[src/hw/rtl/adts_ts_pkg.sv]
// Package for the ADTS AAC frame timestamper: widths, lookup tables,
// sequencer state type and the divider status struct.
// No dependencies.
`default_nettype none

package adts_ts_pkg;

   localparam int DIVIDEND_W = 59;               // 32-bit count times 27-bit constant
   localparam int DIVISOR_W  = 17;               // sample rate in Hz
   localparam int DIV_CNT_W  = $clog2(DIVIDEND_W);
   localparam int COUNT_W    = 32;
   localparam int OFFSET_W   = 47;
   localparam int PTS_W      = 48;
   localparam int TIME_W     = 40;
   localparam int SIZE_W     = 16;
   localparam int FLEN_W     = 13;

   localparam logic [3:0]          RATE_COUNT    = 4'd13;
   localparam logic [26:0]         SAMPLES_X_90K = 27'd92160000;
   localparam logic [6:0]          TICKS_PER_MS  = 7'd90;
   localparam logic [COUNT_W-1:0]  COUNT_MAX     = '1;
   localparam logic [7:0]          DURATION_RST  = 8'd21;
   localparam logic [7:0]          SYNC_BYTE     = 8'hFF;
   localparam logic [3:0]          SYNC_NIBBLE   = 4'hF;

   typedef enum logic [1:0] {
      ST_IDLE,
      ST_DIVIDE,
      ST_FINISH
   } state_type;

   typedef struct packed {
      logic busy;
      logic done;
   } div_status_type;

   // Sampling-frequency index to rate in Hz; 0 for reserved codes.
   function automatic logic [DIVISOR_W-1:0] rate_lookup(input logic [3:0] idx);
      logic [DIVISOR_W-1:0] rate;
      unique case (idx)
         4'd0:    rate = 17'd96000;
         4'd1:    rate = 17'd88200;
         4'd2:    rate = 17'd64000;
         4'd3:    rate = 17'd48000;
         4'd4:    rate = 17'd44100;
         4'd5:    rate = 17'd32000;
         4'd6:    rate = 17'd24000;
         4'd7:    rate = 17'd22050;
         4'd8:    rate = 17'd16000;
         4'd9:    rate = 17'd12000;
         4'd10:   rate = 17'd11025;
         4'd11:   rate = 17'd8000;
         4'd12:   rate = 17'd7350;
         default: rate = '0;
      endcase
      return rate;
   endfunction

   // Frame duration in ms, 1024000 / rate rounded down.
   function automatic logic [7:0] duration_lookup(input logic [3:0] idx);
      logic [7:0] dur;
      unique case (idx)
         4'd0:    dur = 8'd10;
         4'd1:    dur = 8'd11;
         4'd2:    dur = 8'd16;
         4'd3:    dur = 8'd21;
         4'd4:    dur = 8'd23;
         4'd5:    dur = 8'd32;
         4'd6:    dur = 8'd42;
         4'd7:    dur = 8'd46;
         4'd8:    dur = 8'd64;
         4'd9:    dur = 8'd85;
         4'd10:   dur = 8'd92;
         4'd11:   dur = 8'd128;
         4'd12:   dur = 8'd139;
         default: dur = DURATION_RST;
      endcase
      return dur;
   endfunction

   // Channel configuration to channel count.
   function automatic logic [3:0] chan_lookup(input logic [2:0] cfg);
      logic [3:0] cnt;
      unique case (cfg)
         3'd7:    cnt = 4'd8;
         default: cnt = {1'b0, cfg};
      endcase
      return cnt;
   endfunction

endpackage

`default_nettype wire

[src/hw/rtl/adts_ts_if.sv]
// Valid/ready channel interfaces for the ADTS AAC frame timestamper.
// Depends on nothing; widths follow the header, size, time and PTS fields.
`default_nettype none

interface adts_ts_req_if;
   logic        valid;
   logic        ready;
   logic [7:0]  hdr_byte0;
   logic [7:0]  hdr_byte1;
   logic [7:0]  hdr_byte2;
   logic [7:0]  hdr_byte3;
   logic [7:0]  hdr_byte4;
   logic [7:0]  hdr_byte5;
   logic [15:0] frame_size;
   logic [39:0] time_ms;
   logic        restart;

   modport source (
      output valid, hdr_byte0, hdr_byte1, hdr_byte2, hdr_byte3, hdr_byte4, hdr_byte5,
             frame_size, time_ms, restart,
      input  ready
   );
   modport sink (
      input  valid, hdr_byte0, hdr_byte1, hdr_byte2, hdr_byte3, hdr_byte4, hdr_byte5,
             frame_size, time_ms, restart,
      output ready
   );
endinterface

interface adts_ts_rsp_if;
   logic        valid;
   logic        ready;
   logic [47:0] pts_90khz;
   logic        pts_valid;
   logic [16:0] sample_rate_hz;
   logic [7:0]  frame_duration_ms;
   logic [3:0]  channel_count;
   logic        channel_valid;
   logic        header_valid;

   modport source (
      output valid, pts_90khz, pts_valid, sample_rate_hz, frame_duration_ms,
             channel_count, channel_valid, header_valid,
      input  ready
   );
   modport sink (
      input  valid, pts_90khz, pts_valid, sample_rate_hz, frame_duration_ms,
             channel_count, channel_valid, header_valid,
      output ready
   );
endinterface

`default_nettype wire

[src/hw/rtl/adts_aac_frame_timestamper.sv]
// ADTS AAC frame timestamper. Takes one frame header transfer, looks up the
// sample rate and channel count, checks the header, and returns one result
// transfer carrying a 90 kHz PTS of count*92160000/rate + offset. A frame with
// a valid rate index goes through the divider, which makes one quotient bit
// per cycle over the 59-bit product; a frame with a reserved rate index
// skips the divider. One frame is handled at a time; the next request is
// taken once the previous result has been moved into the output register.
// Depends on adts_ts_pkg, adts_ts_if and adts_ts_divider.
`default_nettype none

module adts_aac_frame_timestamper
   import adts_ts_pkg::*;
#(
   parameter int HEADER_LEN = 7
)(
   input  wire logic     clock,
   input  wire logic     reset,
   adts_ts_req_if.sink   req_chan,
   adts_ts_rsp_if.source rsp_chan
);

   state_type state_ff, state_in;

   logic                  accept;
   logic                  div_start;
   logic                  load_out;
   logic [3:0]            idx;
   logic                  idx_ok;
   logic [COUNT_W-1:0]    eff_count;
   logic                  first_frame;
   logic                  sync;
   logic                  size_ok;
   logic [FLEN_W-1:0]     flen;
   logic [DIVIDEND_W-1:0] dividend;
   logic [DIVIDEND_W-1:0] quotient;
   div_status_type        div_sts;

   logic [COUNT_W-1:0]    frame_count_ff, frame_count_in;
   logic [OFFSET_W-1:0]   time_offset_ff, time_offset_in;
   logic [7:0]            duration_ff, duration_in;

   // side fields held while the divide runs
   logic                  pend_pvalid_ff;
   logic [DIVISOR_W-1:0]  pend_rate_ff;
   logic [3:0]            pend_ccount_ff;
   logic                  pend_cvalid_ff;
   logic                  pend_hvalid_ff;

   logic                  out_valid_ff, out_valid_in;
   logic [PTS_W-1:0]      out_pts_ff;
   logic                  out_pvalid_ff;
   logic [DIVISOR_W-1:0]  out_rate_ff;
   logic [7:0]            out_duration_ff;
   logic [3:0]            out_ccount_ff;
   logic                  out_cvalid_ff;
   logic                  out_hvalid_ff;

   adts_ts_divider u_divider (
      .clock    (clock),
      .reset    (reset),
      .start    (div_start),
      .dividend (dividend),
      .divisor  (rate_lookup(idx)),
      .quotient (quotient),
      .status   (div_sts)
   );

   // request decode
   always_comb begin
      idx         = req_chan.hdr_byte2[5:2];
      idx_ok      = idx < RATE_COUNT;
      eff_count   = req_chan.restart ? '0 : frame_count_ff;
      first_frame = eff_count == '0;
      dividend    = DIVIDEND_W'(eff_count) * DIVIDEND_W'(SAMPLES_X_90K);
      sync        = (req_chan.hdr_byte0 == SYNC_BYTE) &&
                    (req_chan.hdr_byte1[7:4] == SYNC_NIBBLE);
      size_ok     = req_chan.frame_size >= SIZE_W'(HEADER_LEN);
      flen        = {req_chan.hdr_byte3[1:0], req_chan.hdr_byte4, req_chan.hdr_byte5[7:5]};
   end

   // sequencer
   always_comb begin
      state_in  = state_ff;
      accept    = 1'b0;
      div_start = 1'b0;
      load_out  = 1'b0;
      req_chan.ready = 1'b0;
      unique case (state_ff)
         ST_IDLE: begin
            req_chan.ready = 1'b1;
            if (req_chan.valid) begin
               accept    = 1'b1;
               div_start = idx_ok;
               state_in  = idx_ok ? ST_DIVIDE : ST_FINISH;
            end
         end
         ST_DIVIDE: begin
            if (div_sts.done) begin
               state_in = ST_FINISH;
            end
         end
         ST_FINISH: begin
            // wait for the output register to free up
            if (!out_valid_ff || rsp_chan.ready) begin
               load_out = 1'b1;
               state_in = ST_IDLE;
            end
         end
         default: begin
            state_in = ST_IDLE;
         end
      endcase
   end

   always_ff @(posedge clock) begin
      if (reset) begin
         state_ff <= ST_IDLE;
      end else begin
         state_ff <= state_in;
      end
   end

   // frame state updates on request transfer
   always_comb begin
      frame_count_in = frame_count_ff;
      time_offset_in = time_offset_ff;
      duration_in    = duration_ff;
      if (accept) begin
         frame_count_in = eff_count;
         if (idx_ok) begin
            if (eff_count != COUNT_MAX) begin
               frame_count_in = eff_count + 1'b1;
            end
            if (first_frame) begin
               time_offset_in = OFFSET_W'(req_chan.time_ms) * OFFSET_W'(TICKS_PER_MS);
               duration_in    = duration_lookup(idx);
            end
         end
      end
   end

   always_ff @(posedge clock) begin
      if (reset) begin
         frame_count_ff <= '0;
         time_offset_ff <= '0;
         duration_ff    <= DURATION_RST;
      end else begin
         frame_count_ff <= frame_count_in;
         time_offset_ff <= time_offset_in;
         duration_ff    <= duration_in;
      end
   end

   always_ff @(posedge clock) begin
      if (accept) begin
         pend_pvalid_ff <= idx_ok;
         pend_rate_ff   <= rate_lookup(idx);
         pend_cvalid_ff <= sync && size_ok;
         pend_ccount_ff <= (sync && size_ok) ?
                           chan_lookup({req_chan.hdr_byte2[0], req_chan.hdr_byte3[7:6]}) :
                           4'd0;
         pend_hvalid_ff <= sync && size_ok && ({3'b000, flen} == req_chan.frame_size);
      end
   end

   // output register
   always_comb begin
      out_valid_in = out_valid_ff;
      if (load_out) begin
         out_valid_in = 1'b1;
      end else if (rsp_chan.ready) begin
         out_valid_in = 1'b0;
      end
   end

   always_ff @(posedge clock) begin
      if (reset) begin
         out_valid_ff <= 1'b0;
      end else begin
         out_valid_ff <= out_valid_in;
      end
   end

   always_ff @(posedge clock) begin
      if (load_out) begin
         out_pts_ff      <= pend_pvalid_ff ?
                            quotient[PTS_W-1:0] + PTS_W'(time_offset_ff) : '0;
         out_pvalid_ff   <= pend_pvalid_ff;
         out_rate_ff     <= pend_rate_ff;
         out_duration_ff <= duration_ff;
         out_ccount_ff   <= pend_ccount_ff;
         out_cvalid_ff   <= pend_cvalid_ff;
         out_hvalid_ff   <= pend_hvalid_ff;
      end
   end

   assign rsp_chan.valid             = out_valid_ff;
   assign rsp_chan.pts_90khz         = out_pts_ff;
   assign rsp_chan.pts_valid         = out_pvalid_ff;
   assign rsp_chan.sample_rate_hz    = out_rate_ff;
   assign rsp_chan.frame_duration_ms = out_duration_ff;
   assign rsp_chan.channel_count     = out_ccount_ff;
   assign rsp_chan.channel_valid     = out_cvalid_ff;
   assign rsp_chan.header_valid      = out_hvalid_ff;

   // divider only reports completion while the sequencer waits for it
   a_done_in_divide: assert property (@(posedge clock) disable iff (reset)
      div_sts.done |-> state_ff == ST_DIVIDE)
      else $error("divider done outside divide state");

   // frame count only moves forward unless a restart is taken
   a_count_monotonic: assert property (@(posedge clock) disable iff (reset)
      accept && !req_chan.restart |=> frame_count_ff >= $past(frame_count_ff))
      else $error("frame count went backward without restart");

   // a reserved rate index yields zero PTS and zero rate
   a_invalid_rate_zero: assert property (@(posedge clock) disable iff (reset)
      rsp_chan.valid && !rsp_chan.pts_valid |->
         rsp_chan.pts_90khz == '0 && rsp_chan.sample_rate_hz == '0)
      else $error("invalid rate result carries nonzero timing");

   // no channel count without a valid channel indication
   a_channel_gated: assert property (@(posedge clock) disable iff (reset)
      rsp_chan.valid && !rsp_chan.channel_valid |-> rsp_chan.channel_count == '0)
      else $error("channel count set while channel not valid");

   // a divider start is followed by the divide state with the divider busy
   a_start_on_accept: assert property (@(posedge clock) disable iff (reset)
      div_start |=> state_ff == ST_DIVIDE && div_sts.busy)
      else $error("divider start did not enter divide state");

endmodule

`default_nettype wire

[src/hw/rtl/adts_ts_divider.sv]
// Iterative restoring divider, one quotient bit per cycle.
// Depends on adts_ts_pkg for widths and the status struct.
`default_nettype none

module adts_ts_divider
   import adts_ts_pkg::*;
(
   input  wire logic                  clock,
   input  wire logic                  reset,
   input  wire logic                  start,
   input  wire logic [DIVIDEND_W-1:0] dividend,
   input  wire logic [DIVISOR_W-1:0]  divisor,
   output      logic [DIVIDEND_W-1:0] quotient,
   output      div_status_type        status
);

   logic                  busy_ff, busy_in;
   logic                  done_ff, done_in;
   logic [DIV_CNT_W-1:0]  count_ff, count_in;
   logic [DIVISOR_W-1:0]  rem_ff, rem_in;
   logic [DIVIDEND_W-1:0] dq_ff, dq_in;
   logic [DIVISOR_W-1:0]  dsr_ff, dsr_in;
   logic [DIVISOR_W:0]    trial;
   logic [DIVISOR_W:0]    diff;
   logic                  fits;

   always_comb begin
      trial    = {rem_ff, dq_ff[DIVIDEND_W-1]};
      diff     = trial - {1'b0, dsr_ff};
      fits     = trial >= {1'b0, dsr_ff};
      busy_in  = busy_ff;
      done_in  = 1'b0;
      count_in = count_ff;
      rem_in   = rem_ff;
      dq_in    = dq_ff;
      dsr_in   = dsr_ff;
      if (start) begin
         busy_in  = 1'b1;
         count_in = DIV_CNT_W'(DIVIDEND_W - 1);
         rem_in   = '0;
         dq_in    = dividend;
         dsr_in   = divisor;
      end else if (busy_ff) begin
         // shift next dividend bit in, subtract when it fits
         rem_in   = fits ? diff[DIVISOR_W-1:0] : trial[DIVISOR_W-1:0];
         dq_in    = {dq_ff[DIVIDEND_W-2:0], fits};
         count_in = count_ff - 1'b1;
         if (count_ff == '0) begin
            busy_in = 1'b0;
            done_in = 1'b1;
         end
      end
   end

   always_ff @(posedge clock) begin
      if (reset) begin
         busy_ff <= 1'b0;
         done_ff <= 1'b0;
      end else begin
         busy_ff <= busy_in;
         done_ff <= done_in;
      end
   end

   always_ff @(posedge clock) begin
      count_ff <= count_in;
      rem_ff   <= rem_in;
      dq_ff    <= dq_in;
      dsr_ff   <= dsr_in;
   end

   assign quotient = dq_ff;
   assign status   = '{busy: busy_ff, done: done_ff};

endmodule

`default_nettype wire
[src/flat_wrapper.sv]
// flat-port wrapper written by rule: the top's interface ports become plain ports
module adts_aac_frame_timestamper_flat import adts_ts_pkg::*;
#(
   parameter int HEADER_LEN = 7
)
  (clock, reset, req_chan_valid, req_chan_hdr_byte0, req_chan_hdr_byte1, req_chan_hdr_byte2, req_chan_hdr_byte3, req_chan_hdr_byte4, req_chan_hdr_byte5, req_chan_frame_size, req_chan_time_ms, req_chan_restart, req_chan_ready, rsp_chan_valid, rsp_chan_pts_90khz, rsp_chan_pts_valid, rsp_chan_sample_rate_hz, rsp_chan_frame_duration_ms, rsp_chan_channel_count, rsp_chan_channel_valid, rsp_chan_header_valid, rsp_chan_ready);
  adts_ts_req_if req_chan_i ();
  adts_ts_rsp_if rsp_chan_i ();
  input  wire logic clock;
  input  wire logic reset;
  input wire logic [$bits(req_chan_i.valid)-1:0] req_chan_valid;
  input wire logic [$bits(req_chan_i.hdr_byte0)-1:0] req_chan_hdr_byte0;
  input wire logic [$bits(req_chan_i.hdr_byte1)-1:0] req_chan_hdr_byte1;
  input wire logic [$bits(req_chan_i.hdr_byte2)-1:0] req_chan_hdr_byte2;
  input wire logic [$bits(req_chan_i.hdr_byte3)-1:0] req_chan_hdr_byte3;
  input wire logic [$bits(req_chan_i.hdr_byte4)-1:0] req_chan_hdr_byte4;
  input wire logic [$bits(req_chan_i.hdr_byte5)-1:0] req_chan_hdr_byte5;
  input wire logic [$bits(req_chan_i.frame_size)-1:0] req_chan_frame_size;
  input wire logic [$bits(req_chan_i.time_ms)-1:0] req_chan_time_ms;
  input wire logic [$bits(req_chan_i.restart)-1:0] req_chan_restart;
  output wire logic [$bits(req_chan_i.ready)-1:0] req_chan_ready;
  output wire logic [$bits(rsp_chan_i.valid)-1:0] rsp_chan_valid;
  output wire logic [$bits(rsp_chan_i.pts_90khz)-1:0] rsp_chan_pts_90khz;
  output wire logic [$bits(rsp_chan_i.pts_valid)-1:0] rsp_chan_pts_valid;
  output wire logic [$bits(rsp_chan_i.sample_rate_hz)-1:0] rsp_chan_sample_rate_hz;
  output wire logic [$bits(rsp_chan_i.frame_duration_ms)-1:0] rsp_chan_frame_duration_ms;
  output wire logic [$bits(rsp_chan_i.channel_count)-1:0] rsp_chan_channel_count;
  output wire logic [$bits(rsp_chan_i.channel_valid)-1:0] rsp_chan_channel_valid;
  output wire logic [$bits(rsp_chan_i.header_valid)-1:0] rsp_chan_header_valid;
  input wire logic [$bits(rsp_chan_i.ready)-1:0] rsp_chan_ready;
  assign req_chan_i.valid = req_chan_valid;
  assign req_chan_i.hdr_byte0 = req_chan_hdr_byte0;
  assign req_chan_i.hdr_byte1 = req_chan_hdr_byte1;
  assign req_chan_i.hdr_byte2 = req_chan_hdr_byte2;
  assign req_chan_i.hdr_byte3 = req_chan_hdr_byte3;
  assign req_chan_i.hdr_byte4 = req_chan_hdr_byte4;
  assign req_chan_i.hdr_byte5 = req_chan_hdr_byte5;
  assign req_chan_i.frame_size = req_chan_frame_size;
  assign req_chan_i.time_ms = req_chan_time_ms;
  assign req_chan_i.restart = req_chan_restart;
  assign req_chan_ready = req_chan_i.ready;
  assign rsp_chan_valid = rsp_chan_i.valid;
  assign rsp_chan_pts_90khz = rsp_chan_i.pts_90khz;
  assign rsp_chan_pts_valid = rsp_chan_i.pts_valid;
  assign rsp_chan_sample_rate_hz = rsp_chan_i.sample_rate_hz;
  assign rsp_chan_frame_duration_ms = rsp_chan_i.frame_duration_ms;
  assign rsp_chan_channel_count = rsp_chan_i.channel_count;
  assign rsp_chan_channel_valid = rsp_chan_i.channel_valid;
  assign rsp_chan_header_valid = rsp_chan_i.header_valid;
  assign rsp_chan_i.ready = rsp_chan_ready;
  adts_aac_frame_timestamper #(.HEADER_LEN(HEADER_LEN)) u_core (.clock(clock), .reset(reset), .req_chan(req_chan_i), .rsp_chan(rsp_chan_i));
endmodule
[config.mk]
export PLATFORM = sky130hd
export DESIGN_NAME = adts_aac_frame_timestamper_flat
export DESIGN_NICKNAME = d
export VERILOG_FILES = /design/src/hw/rtl/adts_ts_pkg.sv /design/src/hw/rtl/adts_ts_if.sv /design/src/hw/rtl/adts_aac_frame_timestamper.sv /design/src/hw/rtl/adts_ts_divider.sv /design/src/flat_wrapper.sv
export SDC_FILE = /design/constraint.sdc
export NUM_CORES = 1
export LEC_CHECK = 0
export BUFFER_PORTS_ARGS = -buffer_cell sky130_fd_sc_hd__buf_2
export CAP_MARGIN = 0
export CORE_MARGIN = 2
export CORE_UTILIZATION = 48
export CTS_CLUSTER_SIZE = 28
export DETAILED_ROUTE_END_ITERATION = 10
export PLACE_DENSITY = 0.73
export SLEW_MARGIN = 5
export SYNTH_ARGS = -nofsm -noshare
export SYNTH_HDL_FRONTEND = slang
export SYNTH_HIERARCHICAL = 1
export SYNTH_SLANG_ARGS = --single-unit
[constraint.sdc]
create_clock -name clock -period 8.5 [get_ports clock]
set_clock_uncertainty 0.2 [all_clocks]
set_input_delay 1.7 -clock clock [delete_from_list [all_inputs] [get_ports clock]]
set_output_delay 1.7 -clock clock [all_outputs]
set_load 0.1 [all_outputs]
==> results.json <==
{
  "synthCells": 3315,
  "fp-row-count": 91,
  "clk_pin_slew_ns": 0.07,
  "endpoint_kind": "flip-flop",
  "slew_violations": 0,
  "setup_viol": 0,
  "finalHoldViolCount": 0,
  "seqCellArea_mm2": 0.00769,
  "io_buffers": 174,
  "clk_latency_ns": 0.60,
  "yosys_warnings": 6,
  "antenna_found_initial": 1,
  "hp-class": "reg -> reg",
  "path_cells": "buf_2, buf_12, buf_12, nor2b_1, nand2_1, fa_1, inv_1, fa_1, fa_1, inv_1, fa_1, inv_1, ha_1, a21oi_1, nand2_1, a211oi_1, a21oi_1, o311ai_0, buf_4, a21oi_1, o22ai_1, o31ai_1, xor2_1, mux2_2",
  "vias": 23000,
  "ir_drop_uv": 161,
  "rsz0062_at_grt": "false",
  "areaGrowthSynthToFinish_pct": 9.25,
  "io_pins": 191,
  "gr-total-overflow": 0,
  "drtAntennaViolNets": 0,
  "startpoint_type": "input pin",
  "cp.required_ns": 8.65,
  "cts_resized": 0,
  "grt_pass1_wl_mm": 115,
  "p_leak_nw": 15.9,
  "die_area_mm2": 0.0646,
  "grt_max_degree": 69,
  "slew_headroom_pct": 25.8,
  "n_antenna_cell": 0,
  "cap_violations": 0,
  "track_usage_pct": 21.8,
  "vias_per_cell": 5.36,
  "cts_max_level": 1,
  "tightestPinTransition_ns": 1.11,
  "critical-path-top-delay-family": "adder cells",
  "avgRoutedWirePerCell_um": 16.1,
  "cpPeakStageDelay_ns": 0.57,
  "period_share_pct": 91.0,
  "die_x_um": 254,
  "dpl.hpwl_mm": 54.8,
  "clock_sinks": 294,
  "p_per_area_mw_per_mm2": 177,
  "avgSynthCellArea_um2": 9.07,
  "cts_root_buf": "clkbuf_16",
  "drc": 0,
  "cts_tree": "done",
  "drive_gt1_share_pct": 10.5,
  "finalSetupTns_ns": 0,
  "post-cts-setup-buffer-count": 0,
  "firstDrtPassIters": 5,
  "nNetsFinal": 4091,
  "routed_wl_mm": 69.3,
  "max_clock_freq_mhz": 129,
  "finish.utilization_pct": 53.1,
  "hold_buffers": 0,
  "fillerInstances": 5644,
  "cp.buffers_inverters": 7,
  "cts_buffer_depth": 3,
  "core_area_mm2": 0.0618,
  "crit_arrival_ns": 7.88,
  "first_global_vias": 22700,
  "path_class": "in -> reg",
  "initial_utilization_pct": 48.6,
  "fin_crit_ns": 7.73,
  "numCtsBuffers": 30,
  "whs_ns": 0.219,
  "critPathSlowestCell": "fa_1",
  "crit_top_cell": "fa_1",
  "worstPathMaxFanout": 38,
  "synth_area_mm2": 0.0301,
  "drtIter0Drc": 1370,
  "place_congestion": 0.899,
  "die_height_um": 254,
  "status": "finished, final reports clean",
  "multi_input_area_mm2": 0.0198
}
## power breakdown
part	switching, W	internal [W]	leakage [nW]	total [W]
sequential	0.000103	0.00172	2.65	0.00182
clock	0.000601	0.000818	0.507	0.00142
combinational	0.00154	0.00102	12.7	0.00256
total	0.00225	0.00356	15.9	0.00580
## path summary, 6_finish.rpt
check,startpoint,end,slack [ns],cells past startpoint
worst max-delay path,req_chan_restart,u_core/u_divider/quotient[55],0.77,24
worst min-delay path,u_core/pend_rate_ff[12],u_core/rsp_chan.sample_rate_hz[12],0.22,0
worst min register to register,u_core/pend_rate_ff[12],u_core/rsp_chan.sample_rate_hz[12],0.22,0
worst max register to register,u_core/frame_count_ff[9],u_core/u_divider/quotient[55],1.54,22
## layout by cell type, fill, tap and decap left out, types with 79 or more instances in the layout
cell and instances:
nand2_1 273, inv_1 563, xor2_1 110, buf_2 174, dfxtp_1 114, xnor2_1 109, a21o_1 79, nor2_1 226
ha_1 290, fa_1 258, a21oi_1 218, edfxtp_1 180
## metrics by stage
step | setup slack [ns] | cell area [um^2] | instances | total power [W]
after floorplan | 0.455 | 30100 | 3328 | 0.00382
after global placement | 0.209 | 31800 | 4239 | 0.00436
after detailed placement | 0.222 | 31800 | 4239 | 0.00439
after CTS | 0.819 | 32800 | 4295 | 0.00583
after global routing | 0.403 | 32800 | 4295 | 0.00622
final | 0.765 | 32800 | 4295 | 0.00580
## sequential cells by signal, summed over array words and instances (netlist names), 2 cells and up
signal                             flops
u_core/rsp_chan.channel_count          4
u_core/u_divider/count_ff              6
u_core/frame_count_ff                 32
u_core/u_divider/rem_ff               17
u_core/state_ff                        2
u_core/rsp_chan.sample_rate_hz        17
u_core/pend_rate_ff                   17
u_core/duration_ff                     8
u_core/u_divider/quotient             59
u_core/rsp_chan.frame_duration_ms      8
u_core/u_divider/dsr_ff               17
u_core/time_offset_ff                 46
u_core/rsp_chan.pts_90khz             48
u_core/pend_ccount_ff                  4
## final cells by class
type	instances	area share [%]
clock inverters	23	0.907
multi-input cells	2335	60.2
flip-flops and latches	294	23.4
inverters	565	6.46
well taps	837	3.19
clock buffers	33	2.35
repair buffers	208	3.51
## per-layer routing
layer	wire (um)	GRT usage [%]
met5	0	0
met4	1660	5.39
met3	3460	2.11
met2	32500	36.6
met1	31600	30.2
Power figures use the tool's default switching activity.
